[src/hw/rtl/gti_pkg.sv]
// shared types and constants of the triangulated grid interpolator
package gti_pkg;

    localparam int VALUE_BITS  = 32;
    localparam int WEIGHT_BITS = 30;
    localparam int FRAC_W      = WEIGHT_BITS + 1;
    localparam int INDEX_W     = 12;
    localparam int ACTION_W    = 2;
    localparam int S_TDATA_W   = 112;
    localparam int CFG_INDEX_W = 8;
    localparam int CFG_DATA_W  = 7;
    localparam int QUEUE_DEPTH = 4;

    localparam logic [FRAC_W-1:0] FRAC_ONE = FRAC_W'(1) << WEIGHT_BITS;

    localparam logic signed [VALUE_BITS-1:0] VALUE_MAX = {1'b0, {(VALUE_BITS-1){1'b1}}};
    localparam logic signed [VALUE_BITS-1:0] VALUE_MIN = {1'b1, {(VALUE_BITS-1){1'b0}}};

    localparam logic [ACTION_W-1:0] ACT_LOAD_X = 2'd0;
    localparam logic [ACTION_W-1:0] ACT_LOAD_Y = 2'd1;
    localparam logic [ACTION_W-1:0] ACT_LOAD_Z = 2'd2;
    localparam logic [ACTION_W-1:0] ACT_QUERY  = 2'd3;

    localparam logic [CFG_INDEX_W-1:0] CFG_X_POINTS = 8'd0;
    localparam logic [CFG_INDEX_W-1:0] CFG_Y_POINTS = 8'd1;

    localparam logic [CFG_DATA_W-1:0] CFG_COUNT_MIN = 7'd2;

    typedef enum logic [2:0] {
        K_LOAD_X,
        K_LOAD_Y,
        K_LOAD_Z,
        K_QUERY,
        K_DROP
    } t_kind;

    typedef struct packed {
        t_kind                          kind;
        logic [INDEX_W-1:0]             index;
        logic signed [VALUE_BITS-1:0]   value;
        logic signed [VALUE_BITS-1:0]   qx;
        logic signed [VALUE_BITS-1:0]   qy;
        logic                           last;
    } t_cmd;

    typedef struct packed {
        logic                   valid;
        logic [CFG_INDEX_W-1:0] index;
        logic [CFG_DATA_W-1:0]  data;
    } t_cfg_wr;

endpackage

[src/hw/rtl/gti_queue.sv]
// short command queue between front end and back end
module gti_queue (
    input  logic            i_clk,
    input  logic            i_rst_n,
    input  logic            i_push,
    input  gti_pkg::t_cmd   i_cmd,
    output logic            o_full,
    input  logic            i_pop,
    output gti_pkg::t_cmd   o_cmd,
    output logic            o_empty
);

    localparam int QAW = $clog2(gti_pkg::QUEUE_DEPTH);

    gti_pkg::t_cmd  r_mem [gti_pkg::QUEUE_DEPTH];
    logic [QAW-1:0] r_wptr;
    logic [QAW-1:0] r_rptr;
    logic [QAW:0]   r_count;

    assign o_full  = (r_count == (QAW+1)'(gti_pkg::QUEUE_DEPTH));
    assign o_empty = (r_count == '0);
    assign o_cmd   = r_mem[r_rptr];

    always_ff @(posedge i_clk) begin
        if (i_push) begin
            r_mem[r_wptr] <= i_cmd;
        end
    end

    always_ff @(posedge i_clk) begin
        if (!i_rst_n) begin
            r_wptr  <= '0;
            r_rptr  <= '0;
            r_count <= '0;
        end else begin
            if (i_push) begin
                r_wptr <= r_wptr + 1'b1;
            end
            if (i_pop) begin
                r_rptr <= r_rptr + 1'b1;
            end
            if (i_push && !i_pop) begin
                r_count <= r_count + 1'b1;
            end else if (!i_push && i_pop) begin
                r_count <= r_count - 1'b1;
            end
        end
    end

endmodule

[config.mk]
export PLATFORM = sky130hd
export DESIGN_NAME = gti_queue
export DESIGN_NICKNAME = d
export VERILOG_FILES = /design/src/hw/rtl/gti_pkg.sv /design/src/hw/rtl/gti_queue.sv
export SDC_FILE = /design/constraint.sdc
export NUM_CORES = 1
export LEC_CHECK = 0
export ABC_CLOCK_PERIOD_IN_PS = 3400
export BUFFER_PORTS_ARGS = -buffer_cell sky130_fd_sc_hd__buf_4
export CAP_MARGIN = 20
export CORE_MARGIN = 4
export CORE_UTILIZATION = 51
export DETAILED_ROUTE_END_ITERATION = 10
export PLACE_DENSITY = 0.83
export REMOVE_ABC_BUFFERS = 1
export SKIP_CTS_REPAIR_TIMING = 1
export SLEW_MARGIN = 0
export SYNTH_ARGS = -nofsm -noshare
export SYNTH_HDL_FRONTEND = slang
export SYNTH_SLANG_ARGS = --single-unit
[constraint.sdc]
create_clock -name i_clk -period 3.4 [get_ports i_clk]
set_input_delay 0.51 -clock i_clk [delete_from_list [all_inputs] [get_ports i_clk]]
set_output_delay 0.51 -clock i_clk [all_outputs]
set_load 0.01 [all_outputs]
# Word-level counts from Yosys, hierarchy flattened
# Memories as Yosys holds them, arrays and structs flattened. A register that Yosys moved wholly into a read port is not among the register bits.
# Index checks and enable logic that the tools add are counted.
# classes
bitwise_logic	0
shifts	0
n_addsub	4
order_cmp	0
n_eq_ne	1
n_div	0
n_reduce_logical	6
n_mul	0
mux	6
# ops
op	n
$mux 3	2
$add 2x1->2 const B	2
$mux 2	2
$add 3x1->3 const B	1
$eq 3x3->1 const B	1
$logic_not 3->1	1
$sub 3x1->3 const B	1
$logic_and 1x1->1	2
$logic_not 1->1	2
$mux 1	2
$reduce_bool 2->1	1
# totals
ff_bits	7
ramBits	448
latchBits	0
wordCells	21
romBits	0
memories	1
# mem_list
name	words	width	rd	rd_ports_with_merged_regs	write_ports	line	rtl
r_mem	4	112	1	1	1	gti_queue.sv:15	gti_pkg::t_cmd r_mem [gti_pkg::QUEUE_DEPTH];

# Logic depth before layout (Yosys ltp)
# depth
word_depth	4
ltp_mapped	7

# Least setup slack after synthesis
# OpenSTA, ideal clock, no wires.
# synth_path
path_kind	register to register
start	register r_wptr[0]
end	memory r_mem[0][0] (netlist name) (enable)
t_arrival_ps	3120
period_less_slack_ps	3604
path_slack_ps	-204
n_path_buf	0
stages_incl_launch_ff	4
cell_sequence	dfxtp_1 inv_1 ha_1 and2_1
# synth_rtl
item	line	rtl
start: declaration	gti_queue.sv:16	logic [QAW-1:0] r_wptr;
start signal: assignment	gti_queue.sv:37	r_wptr <= r_wptr + 1'b1;
end: declaration	gti_queue.sv:15	
# Straight into the memory's write port.

==> impl_metrics.toml <==
[layout]
drive_gt1_frac = 0.445
final_common_cell = "edfxtp_1"
diodes = 0
final_cell_mix = "448 x edfxtp_1, 234 x buf_4, 112 x mux4_2"
nNetsFinal = 1014
areaGrowthSynthToFinish_pct = 21.0

[clocking]
numClockSinks = 457
clock_latency_ns = 0.52
cts_tree = "done"
cts_buffers = 45
ctsHtreeMaxLevel = 2
cts_max_path_buffers = 3
ctsRootBufferMaster = "clkbuf_16"
clkTransAtPathRegs_ns = 0.06

[placement]
port_buffers = 229
routabilityCongestion = 0.682
post-dp-hpwl_mm = 18.3

[grt]
grt_pass1_vias = 8176
grt.total_usage = 0.174
grt_start_max_net_pins = 66
antenna_found_initial = 1
grt_pass1_wl_mm = 48.2
gr-total-overflow = 0

[power_and_ir_drop]
irDropWorstVdd_mv = 0.577
power_mw = 12.3
powerDensity_nw_per_um2 = 609
power.leakage_nw = 6.76

[drt]
drcViolationCount = 0
ant_nets = 0
drt-initial-drc-count = 521
wirelength_mm = 31.0
vias = 7422
dr.pass1.iters = 4
wl_per_cell_um = 22.8
via_per_inst = 5.47

[critical_path]
path_class = "register to output pin"
endpoint_kind = "output pin"
cp-start-kind = "register"
r2r_start = "r_wptr[0]"
cp.arrival_ns = 2.28
cp.required_ns = 2.89
crit_fanout = 57

[timing]
drv_slew = 0
rsz0062_at_grt = "no"
finClkSkew_ns = 0.0128
setup_violations = 0
fin_crit_sh = 0.821
fin_crit_ns = 2.79
max_freq_mhz = 358
whs_ns = 0.191
hold_viol_final = 0
relSlewSlack = 0.540
worstMarginPinSlew_ns = 0.690

[synthesis]
postSynthCellCount = 628
ys_types = 22
synth.avg_cell_area_um2 = 26.6
yosys_warnings = 0
ys_seq_area_frac = 0.817
syn_area_um2 = 16700
ys_seq_elements = 457

[floorplanning]
core_um2 = 31900
rows = 65
dieArea_um2 = 35700
die_h_um = 189
pin_count = 230
die_w_um = 189
start_util = 0.524

[hold_path]
hp-class = "primary input to register"
hp-start = "i_cmd[111]"

[flow_run]
maxCapViolCount = 0

[status]
status = "finished clean"
## cell type report
type                       instances  area [µm²]
sequential                       457       13600
fill                            2077       11700
multi-input combinational        142        2780
timing repair buffer             242        1920
clock buffer                      66        1210
tap                              435         544
clock inverter                    12        80.1
inverter                           4        15.0
## worst paths after layout
path,cells past startpoint,slack (ns),endpoint
worst min-delay path,1,0.19,r_mem[0][111]
worst min register to register,2,0.54,r_count[2]
worst max-delay path,3,0.61,o_cmd[79]
worst max register to register,4,1.48,r_mem[0][52]
## flip-flops by register name, indices dropped and copies added (netlist names), named ones only
name	flops
r_wptr	2
r_rptr	2
r_count	3
r_mem	448
## power by group
group	internal (mW)	switching, mW
registers	6.47	0.0894
logic	0.685	0.626
clock network	2.54	1.88
total	9.70	2.60
## worst max-delay path, stage by stage (launching register included)
cell and delay [ns]:
dfxtp_4 0.51, buf_12 0.40, mux4_2 0.60, buf_4 0.16
## synthesized netlist by cell type (all sizes together)
cell type	number	area (µm²)
edfxtp	448	13500
mux4	112	2520
buf	25	270
and2	9	56.3
dfxtp	9	180
ha	5	62.6
inv	4	15.0
xor2	3	26.3
mux2i	2	20.0
nor2b	2	12.5
xnor2	2	17.5
a21boi	1	7.51
fa	1	20.0
nand2	1	3.75
nor3	1	5.00
nor3b	1	7.51
o21ai	1	5.00
or3	1	6.26
## through the flow
stage | worst slack [ns] | TNS, ns | util | cells | instance area [µm²]
after floorplan | -2.45 | -361.11 | - | 603 | 16400
after global placement | 1.13 | 0 | 0.593 | 1280 | 18900
after detailed placement | 1.13 | 0 | 0.593 | 1280 | 18900
after CTS | 0.548 | 0 | 0.633 | 1358 | 20200
after global routing | 0.443 | 0 | 0.633 | 1358 | 20200
final | 0.607 | 0 | 0.633 | 1358 | 20200
## logic make-up after synthesis
logic type      count (synthesis)  share of synthesized area
flops                         457                      0.817
mux                           114                      0.152
buf+inv                        29                     0.0171
simple gates                   15                    0.00547
fa+ha+maj                       6                    0.00495
xor+xnor                        5                    0.00262
compound gates                  2                   0.000750
## routing by layer
metal	track usage	part of all wire	wire length, µm
met5	0	0.00035	11
met3	0.0396	0.067	2080
met1	0.239	0.41	12700
met4	0.0328	0.014	421
met2	0.294	0.51	15800
No activity file was read; power rests on OpenSTA's default activity.
